### src/design/chxd_pkg.sv
// chxd_pkg: types and constants shared by the chained xor packet decoder
// no dependencies; used by chxd_core, chxd_out_buf and chained_xor_packet_decoder
`timescale 1ns / 1ps

package chxd_pkg;

  // frame phase, one value per header byte plus the payload
  typedef enum logic [2:0] {
    PH_CODE   = 3'd0,
    PH_LEN_LO = 3'd1,
    PH_LEN_HI = 3'd2,
    PH_RKEY   = 3'd3,
    PH_CSUM   = 3'd4,
    PH_DATA   = 3'd5
  } phase_t;

  // register map
  localparam logic [0:0] ADDR_FIXED_KEY = 1'b0;
  localparam logic [7:0] FIXED_KEY_RESET = 8'd169;

  // position of the checksum byte in the xor chains
  localparam logic [7:0] CSUM_POS = 8'd1;
  // offset from payload index to chain position
  localparam logic [7:0] DATA_POS_OFFSET = 8'd2;

  // one decoded result beat
  typedef struct packed {
    logic       has_data;
    logic [7:0] plain_byte;
    logic       frame_end;
    logic       checksum_ok;
  } result_t;

endpackage

### src/design/chxd_core.sv
// chxd_core: frame state registers and the two-layer xor unchaining of one byte
// depends on chxd_pkg for the phase type and result struct
`timescale 1ns / 1ps

module chxd_core (
  input  logic              clk,
  input  logic              rst,
  input  logic              take,
  input  logic [7:0]        rx_byte,
  input  logic [7:0]        fixed_key,
  output logic              res_valid,
  output chxd_pkg::result_t res
);

  chxd_pkg::phase_t phase, phase_next;
  logic [15:0] payload_length, payload_length_next;
  logic [7:0]  random_key, random_key_next;
  logic [15:0] payload_position, payload_position_next;
  logic [7:0]  previous_encoded, previous_encoded_next;
  logic [7:0]  previous_inner, previous_inner_next;
  logic [7:0]  running_sum, running_sum_next;
  logic [7:0]  expected_sum, expected_sum_next;

  logic [7:0]  pos;
  logic [7:0]  prev_enc_use;
  logic [7:0]  prev_inner_use;
  logic [7:0]  inner;
  logic [7:0]  plain;
  logic [15:0] position_inc;

  // chain inputs: both chains restart at the checksum byte
  always_comb begin
    if (phase == chxd_pkg::PH_CSUM) begin
      pos            = chxd_pkg::CSUM_POS;
      prev_enc_use   = 8'd0;
      prev_inner_use = 8'd0;
    end else begin
      pos            = payload_position[7:0] + chxd_pkg::DATA_POS_OFFSET;
      prev_enc_use   = previous_encoded;
      prev_inner_use = previous_inner;
    end
  end

  // two xor layers
  assign inner        = rx_byte ^ (prev_enc_use + fixed_key + pos);
  assign plain        = inner ^ (prev_inner_use + random_key + pos);
  assign position_inc = payload_position + 16'd1;

  // next state
  always_comb begin
    phase_next            = phase;
    payload_length_next   = payload_length;
    random_key_next       = random_key;
    payload_position_next = payload_position;
    previous_encoded_next = previous_encoded;
    previous_inner_next   = previous_inner;
    running_sum_next      = running_sum;
    expected_sum_next     = expected_sum;
    case (phase)
      chxd_pkg::PH_LEN_LO: begin
        payload_length_next = {payload_length[15:8], rx_byte};
        phase_next          = chxd_pkg::PH_LEN_HI;
      end
      chxd_pkg::PH_LEN_HI: begin
        payload_length_next = {rx_byte, payload_length[7:0]};
        phase_next          = chxd_pkg::PH_RKEY;
      end
      chxd_pkg::PH_RKEY: begin
        random_key_next = rx_byte;
        phase_next      = chxd_pkg::PH_CSUM;
      end
      chxd_pkg::PH_CSUM: begin
        previous_encoded_next = rx_byte;
        previous_inner_next   = inner;
        running_sum_next      = 8'd0;
        payload_position_next = 16'd0;
        expected_sum_next     = plain;
        phase_next = (payload_length == 16'd0) ? chxd_pkg::PH_CODE : chxd_pkg::PH_DATA;
      end
      chxd_pkg::PH_DATA: begin
        previous_encoded_next = rx_byte;
        previous_inner_next   = inner;
        running_sum_next      = running_sum + plain;
        payload_position_next = position_inc;
        if (position_inc >= payload_length) begin
          phase_next = chxd_pkg::PH_CODE;
        end
      end
      default: begin
        phase_next = chxd_pkg::PH_LEN_LO;
      end
    endcase
  end

  // result of this byte
  always_comb begin
    res       = '0;
    res_valid = 1'b0;
    case (phase)
      chxd_pkg::PH_CSUM: begin
        res_valid       = (payload_length == 16'd0);
        res.frame_end   = 1'b1;
        res.checksum_ok = (plain == 8'd0);
      end
      chxd_pkg::PH_DATA: begin
        res_valid      = 1'b1;
        res.has_data   = 1'b1;
        res.plain_byte = plain;
        if (position_inc >= payload_length) begin
          res.frame_end   = 1'b1;
          res.checksum_ok = ((running_sum + plain) == expected_sum);
        end
      end
      default: begin
        res_valid = 1'b0;
      end
    endcase
  end

  // state registers
  always_ff @(posedge clk) begin
    if (rst) begin
      phase            <= chxd_pkg::PH_CODE;
      payload_length   <= 16'd0;
      random_key       <= 8'd0;
      payload_position <= 16'd0;
      previous_encoded <= 8'd0;
      previous_inner   <= 8'd0;
      running_sum      <= 8'd0;
      expected_sum     <= 8'd0;
    end else if (take) begin
      phase            <= phase_next;
      payload_length   <= payload_length_next;
      random_key       <= random_key_next;
      payload_position <= payload_position_next;
      previous_encoded <= previous_encoded_next;
      previous_inner   <= previous_inner_next;
      running_sum      <= running_sum_next;
      expected_sum     <= expected_sum_next;
    end
  end

endmodule

### src/design/chxd_out_buf.sv
// chxd_out_buf: two-entry result register with skid slot, parts input ready from output ready
// depends on chxd_pkg for the result struct
`timescale 1ns / 1ps

module chxd_out_buf (
  input  logic              clk,
  input  logic              rst,
  input  logic              push,
  input  chxd_pkg::result_t push_data,
  output logic              space,
  output logic              out_valid,
  input  logic              out_ready,
  output chxd_pkg::result_t out_data
);

  chxd_pkg::result_t slot0, slot1;
  logic [1:0] count, count_next;
  logic       pop;
  logic       push_head;

  assign pop       = out_valid && out_ready;
  assign out_valid = (count != 2'd0);
  assign out_data  = slot0;
  assign space     = (count != 2'd2);

  // new beat lands in the head slot when the head is empty or leaving
  assign push_head = push && (count == 2'd0 || (count == 2'd1 && pop));

  // occupancy
  always_comb begin
    count_next = count;
    if (push && !pop) begin
      count_next = count + 2'd1;
    end else if (pop && !push) begin
      count_next = count - 2'd1;
    end
  end

  always_ff @(posedge clk) begin
    if (rst) begin
      count <= 2'd0;
    end else begin
      count <= count_next;
    end
  end

  // slot moves
  always_ff @(posedge clk) begin
    if (push_head) begin
      slot0 <= push_data;
    end else if (pop) begin
      slot0 <= slot1;
    end
    if (push && !push_head) begin
      slot1 <= push_data;
    end
  end

endmodule

### src/design/chained_xor_packet_decoder.sv
// chained_xor_packet_decoder: top level with apb register port, decode core and result buffer
// depends on chxd_pkg, chxd_core and chxd_out_buf
`timescale 1ns / 1ps

// channel   direction  handshake              payload
// in        input      in_valid / in_ready    rx_byte
// out       output     out_valid / out_ready  has_data, plain_byte, frame_end, checksum_ok
// cfg       input      psel / penable / pready  paddr, pwdata, prdata (fixed_key at 0x0)
//
// one byte is taken per cycle while in_ready is high; a result is written into the
// output buffer when its byte is taken. the byte chain is one xor pair with two
// 8-bit adds per layer. in_ready drops only when both result slots are full.
// synchronous reset returns to the code byte phase and sets fixed_key to 169.

module chained_xor_packet_decoder (
  input  logic        clk,
  input  logic        rst,
  input  logic        in_valid,
  output logic        in_ready,
  input  logic [7:0]  rx_byte,
  output logic        out_valid,
  input  logic        out_ready,
  output logic        has_data,
  output logic [7:0]  plain_byte,
  output logic        frame_end,
  output logic        checksum_ok,
  input  logic        psel,
  input  logic        penable,
  input  logic        pwrite,
  input  logic [0:0]  paddr,
  input  logic [31:0] pwdata,
  output logic [31:0] prdata,
  output logic        pready
);

  logic              take;
  logic              res_valid;
  logic              space;
  logic [7:0]        fixed_key;
  chxd_pkg::result_t res;
  chxd_pkg::result_t out_data;

  // config register
  assign pready = 1'b1;

  always_ff @(posedge clk) begin
    if (rst) begin
      fixed_key <= chxd_pkg::FIXED_KEY_RESET;
    end else if (psel && penable && pwrite && pready &&
                 paddr == chxd_pkg::ADDR_FIXED_KEY) begin
      fixed_key <= pwdata[7:0];
    end
  end

  assign prdata = (paddr == chxd_pkg::ADDR_FIXED_KEY) ? {24'd0, fixed_key} : 32'd0;

  // input beat handshake
  assign in_ready = space;
  assign take     = in_valid && in_ready;

  chxd_core u_core (
    .clk       (clk),
    .rst       (rst),
    .take      (take),
    .rx_byte   (rx_byte),
    .fixed_key (fixed_key),
    .res_valid (res_valid),
    .res       (res)
  );

  chxd_out_buf u_out_buf (
    .clk       (clk),
    .rst       (rst),
    .push      (take && res_valid),
    .push_data (res),
    .space     (space),
    .out_valid (out_valid),
    .out_ready (out_ready),
    .out_data  (out_data)
  );

  // output beat fields
  assign has_data    = out_data.has_data;
  assign plain_byte  = out_data.plain_byte;
  assign frame_end   = out_data.frame_end;
  assign checksum_ok = out_data.checksum_ok;

endmodule

### config.mk
export PLATFORM = sky130hd
export DESIGN_NAME = chained_xor_packet_decoder
export DESIGN_NICKNAME = d
export VERILOG_FILES = /design/src/design/chxd_pkg.sv /design/src/design/chxd_core.sv /design/src/design/chxd_out_buf.sv /design/src/design/chained_xor_packet_decoder.sv
export SDC_FILE = /design/constraint.sdc
export NUM_CORES = 1
export LEC_CHECK = 0
export BUFFER_PORTS_ARGS = -buffer_cell sky130_fd_sc_hd__clkbuf_2
export CAP_MARGIN = 20
export CORE_MARGIN = 10
export CORE_UTILIZATION = 51
export CTS_CLUSTER_DIAMETER = 80
export DETAILED_ROUTE_END_ITERATION = 10
export GPL_TIMING_DRIVEN = 0
export PLACE_DENSITY = 0.79
export SLEW_MARGIN = 10
export SYNTH_ARGS = -nofsm -noshare
export SYNTH_HDL_FRONTEND = slang
export SYNTH_SLANG_ARGS = --single-unit
### constraint.sdc
create_clock -name clk -period 5.4 [get_ports clk]
set_input_delay 0.27 -clock clk [delete_from_list [all_inputs] [get_ports clk]]
set_output_delay 0.27 -clock clk [all_outputs]
set_load 0.1 [all_outputs]
==> flow_summary.rst, run 1 <==
.. list-table::
   :header-rows: 1

   * - Metric
     - Value
   * - Status
     - complete, no violations
   * - Top cell type's share of synthesized area
     - 24.3%
   * - Worst min path class
     - in -> reg
   * - Final global-route overflow total
     - 0
   * - Deepest level of the CTS H-tree
     - 3
   * - Dominant cells by area after synthesis
     - dfxtp_1, edfxtp_1, ha_1
   * - Area share of xor/xnor cells in the synthesized design
     - 8.44%
   * - Critical path buffers and inverters
     - 5
   * - Number of distinct standard cells referenced by the synthesized netlist
     - 60
   * - Number of ports placed on the die boundary
     - 94
   * - Maximum fanout count along the critical path
     - 10
   * - Drt first-iter violations
     - 392
   * - Fraction of registers with async set or reset after synthesis
     - 0%
   * - Portion of netlist area occupied by mux cells
     - 4.62%
   * - Vias in the first global route
     - 5,638
   * - Net total in the final layout
     - 1,007
   * - Die Span Y
     - 137 microns
   * - Most common cell type on the critical path
     - ha_1
   * - Post-synthesis compound-gate area fraction
     - 12.2%
   * - Number of filler instances in the final layout
     - 1,196
   * - Ordered list of cells on the worst path
     - inv_1 > nand2_4 > buf_4 > and2_1 > ha_1 > xor2_1 > ha_1 > inv_1 > fa_1 > nand2b_1 > a21oi_2 > xnor2_2 > xor2_2 > ha_1 > clkbuf_1 > buf_2 > o211a_1 > nor4_1 > nand3_1 > nor4_4 > nor2b_1 > o31a_1
   * - CP endpoint kind
     - register
   * - Flip-flop cell with the highest count after synthesis
     - dfxtp_1
   * - Overall die area
     - 18,800 sq um
   * - Drt first pass iters
     - 5
   * - Number of enable flip-flop cells after synthesis
     - 22
   * - Instance count of the mapped netlist
     - 821
   * - Final wirelength
     - 17.3 mm
   * - Final Core Density
     - 60.1%
   * - Core Area
     - 13,300 sq um
   * - Wire length of the first global-routing pass
     - 27.9 mm
   * - Number of max-capacitance violations reported
     - 0
   * - Number of antenna-violating nets in the routed design
     - 0
   * - Max frequency
     - 0.194 GHz
   * - Max stage delay cell, worst path
     - fa_1
   * - Worst setup skew after layout
     - 0.00959 ns
   * - Final HPWL DP
     - 13.3 mm
   * - Number of buffers created by CTS
     - 9
   * - Cell type with the highest aggregate area in the netlist
     - dfxtp_1
   * - Routed len/inst
     - 16.0 microns
   * - Startpoint of the worst hold path
     - pwdata[3]
   * - # clock sinks
     - 107
   * - Number of antenna violations at the first check in global routing
     - 0
   * - Final number of max-transition violations
     - 0
   * - Pin count of the biggest net entering global routing
     - 22
   * - Power density over the cells
     - 250 nW/um^2
   * - Root cell of the clock tree
     - clkbuf_16
   * - Static Leakage
     - 3.52 nW
   * - Worst-Margin Slew
     - 0.851 ns
   * - Reg-to-reg startpoint
     - u_core.phase[0]
   * - Latest clock arrival within the worst-skew pair
     - 0.36 ns
   * - Largest family of logic cells by synthesized area
     - simple AND/OR/NAND/NOR gates
   * - CP startpoint kind
     - register
   * - Worst setup margin
     - 0.240 ns
   * - Final hold violation count
     - 0
   * - Seq/Total Area, Yosys
     - 33.7%
   * - Worst setup timing slack at the placement stage
     - -0.825 ns
   * - Required time reported for the critical path endpoint
     - 5.63 ns
   * - Yosys synthesis warning count
     - 0
   * - Rel. slew slack
     - 43.0%
   * - Sequential cell area
     - 2370 sq um
   * - Overall Global Routing Usage
     - 18.6%
   * - Total via count in the routed design
     - 5,890
   * - Post-CTS clock slew at the launch and capture registers of the worst setup and hold paths
     - 0.08 ns
   * - Sum of internal, switching and leakage power
     - 0.00201 W
   * - Combined area of all synthesized cells
     - 7010 sq um
   * - Setup CP Type
     - reg -> reg
   * - Maximum cell stage delay along the critical path
     - 0.39 ns
   * - CTS tree
     - yes
   * - Initial cell density of the core
     - 52.5%
   * - Routability-driven placement congestion ratio
     - 0.905
   * - # port buffers
     - 42
   * - Area Overhead vs Synth
     - 14.6%
   * - Post-layout min period
     - 5.16 ns
   * - Adder-Cell Fraction of Synth Area
     - 12.0%
   * - Number of cell rows
     - 42
   * - Antenna fix cells
     - 0
   * - Number of setup violations in the final report
     - 0
   * - Final worst hold slack
     - 0.120 ns
   * - Arrival time at the worst endpoint
     - 5.39 ns
   * - Register bit count reported by yosys
     - 107
   * - Vias per Instance
     - 5.44
   * - Fraction of final layout cells with drive strength greater than 1
     - 15.6%
   * - Mean area per synthesized cell
     - 8.54 sq um
   * - Peak supply drop
     - 0.000252 V
   * - Number of hold-repair buffers added at the cts stage
     - 0
   * - Cell family with most CP delay
     - simple AND/OR/NAND/NOR gates
   * - Fraction of the mapped netlist area in simple logic gates
     - 21.3%
   * - Multi-input logic area
     - 4340 sq um
   * - Width of the chip
     - 137 microns
   * - Detailed-route DRC error count
     - 0
   * - Worst setup path startpoint
     - u_core.phase[0]
   * - Max clock buf depth
     - 2
   * - Post-route fraction of the period consumed by the critical path
     - 95.6%
[layer usage]
layer  up-vias  GRT usage, %  wire, microns
met5         -             0              0
met4         0          5.21            330
met2       221          29.9           7980
li1       2897             -              -
met3        30          4.37           1330
met1      2742          24.3           7670
[cell usage in the layout, fill, tap and decap left out, types with 14 or more instances in the layout]
cell / synthesis / routed
a21oi_1: 56 / 54
a22oi_1: 15 / 15
and2_1: 18 / 18
buf_4: 26 / 34
clkbuf_1: 31 / 27
clkbuf_2: 0 / 42
conb_1: 2 / 25
dfxtp_1: 85 / 81
edfxtp_1: 22 / 22
fa_1: 15 / 15
ha_1: 43 / 42
inv_1: 55 / 55
mux2i_1: 20 / 20
nand2_1: 89 / 88
nand3_1: 26 / 26
nor2_1: 98 / 97
nor2b_1: 15 / 14
o21ai_0: 18 / 18
xnor2_1: 30 / 24
xor2_1: 22 / 17
[path summary, 6_finish.rpt]
path / endpoint / slack, ns / cells past startpoint
min: fixed_key[3] / 0.12 / 2
max reg2reg: u_out_buf.out_data[0] / 0.24 / 22
max: u_out_buf.out_data[0] / 0.24 / 22
min reg2reg: u_core.previous_encoded[2] / 0.45 / 2
[state kept, by name, indices dropped and copies added, names as in the netlist]
signal                   flops
u_core.phase                 3
u_core.random_key            8
fixed_key                    8
u_core.payload_position     16
u_core.payload_length       16
u_out_buf.out_data          11
u_core.running_sum           8
u_core.previous_inner        8
u_out_buf.slot1             11
u_out_buf.count              2
u_core.expected_sum          8
u_core.previous_encoded      8
[power breakdown]
group	switching (W)	total (W)	internal, W	leakage [nW]
Combinational	0.000368	0.000486	0.000118	2.48
Sequential	0.0000172	0.000857	0.000839	0.900
Clock	0.000334	0.000664	0.000330	0.148
Total	0.000719	0.00201	0.00129	3.52
[cells in the mapped netlist, types with 22 or more instances]
cell and instances:
nand3_1 26, xnor2_1 30, a21oi_1 56, clkbuf_1 31, buf_4 26, nor2_1 98, inv_1 55, xor2_1 22
ha_1 43, nand2_1 89, edfxtp_1 22, dfxtp_1 85
[kinds of logic (layout without fill, tap and decap cells)]
| family | Yosys count | in the layout |
|---|---|---|
| AOI/OAI and AO/OA | 135 | 135 |
| xor gates and xnor gates | 58 | 58 |
| adders and majority gates | 58 | 58 |
| buffers and inverters | 116 | 178 |
| DFF | 107 | 107 |
| muxes | 31 | 31 |
| other | 2 | 25 |
| and+or+nand+nor | 314 | 314 |
[area by class of cell]
| type | count | share of cell area (%) |
|---|---|---|
| Multi-Input combinational cell | 621 | 54.1 |
| Sequential cell | 107 | 29.5 |
| Buffer | 58 | 4.08 |
| Timing Repair Buffer | 49 | 3.27 |
| Clock buffer | 9 | 2.81 |
| Tap cell | 176 | 2.74 |
| Inverter | 55 | 2.57 |
| Clock inverter | 7 | 0.920 |
[metrics by stage]
stage                     TNS [ns]  std cells  instance area [sq um]
after floorplan                  0        844                   7090
after global placement       -1.48       1062                   7520
after detailed placement     -1.57       1062                   7530
after CTS                        0       1079                   7890
after global routing       -0.0480       1082                   8030
final                            0       1082                   8030
[timing repair]
item / CTS / global route
buffers inserted: 3 / 4
cloned: 0 / 0
resized for setup: 10 / 23
endpoints found under the setup margin: 3 / 2
pin swaps: 2 / 3
No activity file was read; power rests on OpenSTA's default activity.
==> run 2, diff against run 1 <==
Settings changed: SYNTH_HIERARCHICAL from default to 1.
==> run 2 against run 1 <==
Against the previous run:
- clock skew shrank 0.0025 ns
- critical path depth is the same
- non-clock buffer count grew 10
- combinational power shrank 15%
- clock power is essentially flat
- final cell count grew 1.9%
- largest power group unchanged
==> flow_summary.rst, run 2 <==
.. list-table::
   :header-rows: 1

   * - Metric
     - Value
   * - Proportion of total power due to net switching
     - 33.8% (-2.1 points)
   * - Number of max-capacitance violations reported
     - 0 (unchanged)
   * - Power density over the cells
     - 232 nW/um^2 (-7.2%)
   * - Overall die area
     - 19,100 sq um (+1.6%)
   * - Reg-to-reg startpoint
     - u_core/phase[2]
   * - Fraction of final layout cells with drive strength greater than 1
     - 18.6% (+3.1 points)
   * - GRT met1 Usage
     - 23.7% (-0.61 points)
   * - Post-route fraction of the period consumed by the critical path
     - 97.3% (+1.7 points)
   * - Fraction of registers with async set or reset after synthesis
     - 0% (unchanged)
   * - Core Area
     - 13,800 sq um (+3.2%)
   * - Antenna fix cells
     - 0 (unchanged)
   * - Worst-Margin Slew
     - 0.873 ns (+0.0221 ns)
   * - Peak supply drop
     - 0.000182 V (-28%)
   * - CP startpoint kind
     - register
   * - Startpoint of the worst hold path
     - pwdata[4]
   * - Met2 Track Usage GR
     - 29.3% (-0.58 points)
   * - Share of total power in sequential cells
     - 43.9% (+1.2 points)
   * - Worst setup timing slack at the placement stage
     - -0.930 ns (-0.105 ns)
   * - Detailed-route DRC error count
     - 0 (unchanged)
   * - Dominant cells by area after synthesis
     - dfxtp_1, edfxtp_1, ha_1
   * - Arrival time at the worst endpoint
     - 5.44 ns (+0.05 ns)
   * - Final HPWL DP
     - 13.6 mm (+2.3%)
   * - Worst min path class
     - in -> reg
   * - Drt first pass iters
     - 5 (unchanged)
   * - Post-CTS clock slew at the launch and capture registers of the worst setup and hold paths
     - 0.08 ns (about the same)
   * - Highest-count cells in the layout ignoring fill and taps
     - nand2_1, nor2_1, dfxtp_1
   * - Seq/Total Area, Yosys
     - 33.1% (-0.63 points)
   * - Final number of max-transition violations
     - 0 (unchanged)
   * - Routability-driven placement congestion ratio
     - 0.936 (+3.4%)
   * - Flip-flop cell with the highest count after synthesis
     - dfxtp_1
   * - Leading cell type in the layout, fill and taps excluded
     - nand2_1
   * - Layer carrying the most global-route usage
     - met2
   * - Number of antenna-violating nets in the routed design
     - 0 (unchanged)
   * - Final global-route overflow total
     - 0 (unchanged)
   * - Most common library cells after synthesis
     - nor2_1, nand2_1, dfxtp_1, a21oi_1, ha_1
   * - Combined area of all synthesized cells
     - 7140 sq um (+1.9%)
   * - Area Overhead vs Synth
     - 15.9%
   * - Setup CP Type
     - reg -> reg
   * - Root cell of the clock tree
     - clkbuf_16
   * - Rel. slew slack
     - 41.6% (-1.4 points)
   * - Global routing met3 resource utilization
     - 3.80% (-0.57 points)
   * - Number of ports placed on the die boundary
     - 94 (unchanged)
   * - Initial cell density of the core
     - 51.9% (-0.65 points)
   * - Mean area per synthesized cell
     - 8.63 sq um (+1.0%)
   * - Pin count of the biggest net entering global routing
     - 20 (-9.1%)
   * - Latest clock arrival within the worst-skew pair
     - 0.36 ns (about the same)
   * - # clock sinks
     - 107 (unchanged)
   * - Cell type with the highest aggregate area in the netlist
     - dfxtp_1
   * - Maximum fanout count along the critical path
     - 10 (unchanged)
   * - Yosys synthesis warning count
     - 6 (+6)
   * - Switching power summed over all nets
     - 0.000649 W (-9.8%)
   * - Registers with the most flip-flops
     - u_core/payload_length (16), u_core/payload_position (16)
   * - Number of buffers created by CTS
     - 9 (unchanged)
   * - Number of setup violations in the final report
     - 0 (unchanged)
   * - Overall Global Routing Usage
     - 18.4% (-0.16 points)
   * - Width of the chip
     - 138 microns (+0.81%)
   * - Wire length of the first global-routing pass
     - 29.4 mm (+5.3%)
   * - Max frequency
     - 0.190 GHz (-1.8%)
   * - Int Pwr
     - 0.00127 W (-1.2%)
   * - Register bit count reported by yosys
     - 107 (unchanged)
   * - CTS tree
     - yes
   * - Worst setup margin
     - 0.147 ns (-0.0929 ns)
   * - Max clock buf depth
     - 2 (unchanged)
   * - Status
     - complete, no violations
   * - Most common cell in the synthesized netlist
     - nor2_1
   * - Number of filler instances in the final layout
     - 1,202 (+0.50%)
   * - Die Span Y
     - 138 microns (+0.81%)
   * - Sequential cell area
     - 2370 sq um (about the same)
   * - Top cell type's share of synthesized area
     - 23.8% (-0.46 points)
   * - Final worst hold slack
     - 0.146 ns (+0.0262 ns)
   * - Deepest level of the CTS H-tree
     - 3 (unchanged)
   * - Worst setup path startpoint
     - u_core/phase[2]
   * - Multi-input logic area
     - 4510 sq um (+3.8%)
   * - Clock Power Share
     - 34.6% (+1.5 points)
   * - Number of enable flip-flop cells after synthesis
     - 22 (unchanged)
   * - Final hold violation count
     - 0 (unchanged)
   * - # port buffers
     - 44 (+4.8%)
   * - Routed len/inst
     - 17.0 microns (+6.5%)
   * - Drt first-iter violations
     - 557 (+42%)
   * - Net total in the final layout
     - 1,025 (+1.8%)
   * - Total via count in the routed design
     - 6,137 (+4.2%)
   * - Instance count of the mapped netlist
     - 828 (+0.85%)
   * - CP endpoint kind
     - register
   * - Post-layout min period
     - 5.25 ns (+0.0929 ns)
   * - Vias per Instance
     - 5.56 (+2.2%)
   * - Required time reported for the critical path endpoint
     - 5.59 ns (-0.04 ns)
   * - Worst setup skew after layout
     - 0.00712 ns (-0.00248 ns)
   * - Final wirelength
     - 18.8 mm (+8.6%)
   * - Number of antenna violations at the first check in global routing
     - 0 (unchanged)
   * - Share of total power in combinational logic
     - 21.5% (-2.7 points)
   * - Number of cell rows
     - 43 (+2.4%)
   * - Static Leakage
     - 3.52 nW (-0.23%)
   * - Vias in the first global route
     - 5,822 (+3.3%)
   * - Number of distinct standard cells referenced by the synthesized netlist
     - 63 (+5.0%)
-- run 2: cell types whose count changed in the layout (fill, tap and decap cells not counted), moves of 8 or more --
cell	before	now
mux2_2	11	0
xnor2_1	24	32
and2_1	18	26
and2b_2	0	8
o32ai_2	0	12
inv_1	55	43
-- run 2: cell type report --
cell class	count	area share, %
Multi-Input combinational cell	638	54.5
Sequential cell	107	28.6
Buffer	60	4.60
Timing Repair Buffer	57	3.99
Clock buffer	10	2.89
Tap cell	180	2.72
Inverter	45	2.04
Clock inverter	6	0.665
-- run 2: critical path, cell delays in order (launching register included) --
cell and delay [ns]:
dfxtp_2 0.34, buf_6 0.13, or3b_4 0.44, buf_6 0.17, and2_1 0.16, ha_1 0.29
ha_2 0.20, fa_2 0.35, a21o_1 0.20, a21oi_2 0.21, xnor2_2 0.18, xor2_2 0.30
inv_2 0.08, ha_4 0.23, clkbuf_8 0.16, a21o_1 0.17, a211o_1 0.30, nor4_2 0.29
nand4_1 0.21, o32ai_2 0.26, o21a_1 0.20, nand2_1 0.08, o32ai_2 0.13
-- run 2: timing repair --
item / 4_1_cts / 5_1_grt
endpoints found under the setup margin: 3 / 2
buffers inserted: 5 / 8
pin swaps: 8 / 11
resized for setup: 22 / 23
gates cloned: 0 / 1
hold buffers: 0 / 0
-- run 2: final timing paths --
kind,end,slack (ns),cells after the start
setup / recovery,u_out_buf/out_data[0],0.15,22
hold / removal,fixed_key[4],0.15,3
setup reg to reg,u_out_buf/out_data[0],0.15,22
hold reg to reg,u_core/random_key[0],0.46,2
-- run 2: cells by family after synthesis --
| family | count (synthesis) | synth area share, % |
|---|---|---|
| DFF | 107 | 33.1 |
| other | 2 | 0.105 |
| muxes | 21 | 2.96 |
| buffers and inverters | 107 | 7.64 |
| and+or+nand+nor | 310 | 20.8 |
| AOI/OAI and AO/OA | 159 | 15.5 |
| xor gates and xnor gates | 63 | 8.41 |
| adders and majority gates | 59 | 11.5 |
-- run 2: per-stage QoR --
| stage | power [W] | area [sq um] | util (%) | TNS, ns | instances |
|---|---|---|---|---|---|
| 3_5_place_dp | 0.00125 | 7670 | 55.7 | -1.95 | 1075 |
| 2_1_floorplan | 0.00118 | 7230 | - | 0 | 851 |
| 5_1_grt | 0.00198 | 8280 | 60.1 | -0.0319 | 1103 |
| 3_3_place_gp | 0.00124 | 7670 | 55.7 | -2.15 | 1075 |
| 6_report | 0.00192 | 8280 | 60.1 | 0 | 1103 |
| 4_1_cts | 0.00192 | 8110 | 58.9 | 0 | 1096 |
-- run 2: per-layer routing --
metal	vias to the layer above	wire length (microns)
li1	2967	-
met1	2879	8040
met2	247	8770
met3	44	1480
met4	0	496
met5	-	0
-- run 2: power groups by stage --
stage                     sequential, W  clock, W  combinational, W
after floorplan                0.000906         0          0.000269
after global placement         0.000860         0          0.000384
after detailed placement       0.000861         0          0.000387
after CTS                      0.000842  0.000675          0.000400
after global routing           0.000845  0.000702          0.000435
final                          0.000843  0.000664          0.000413
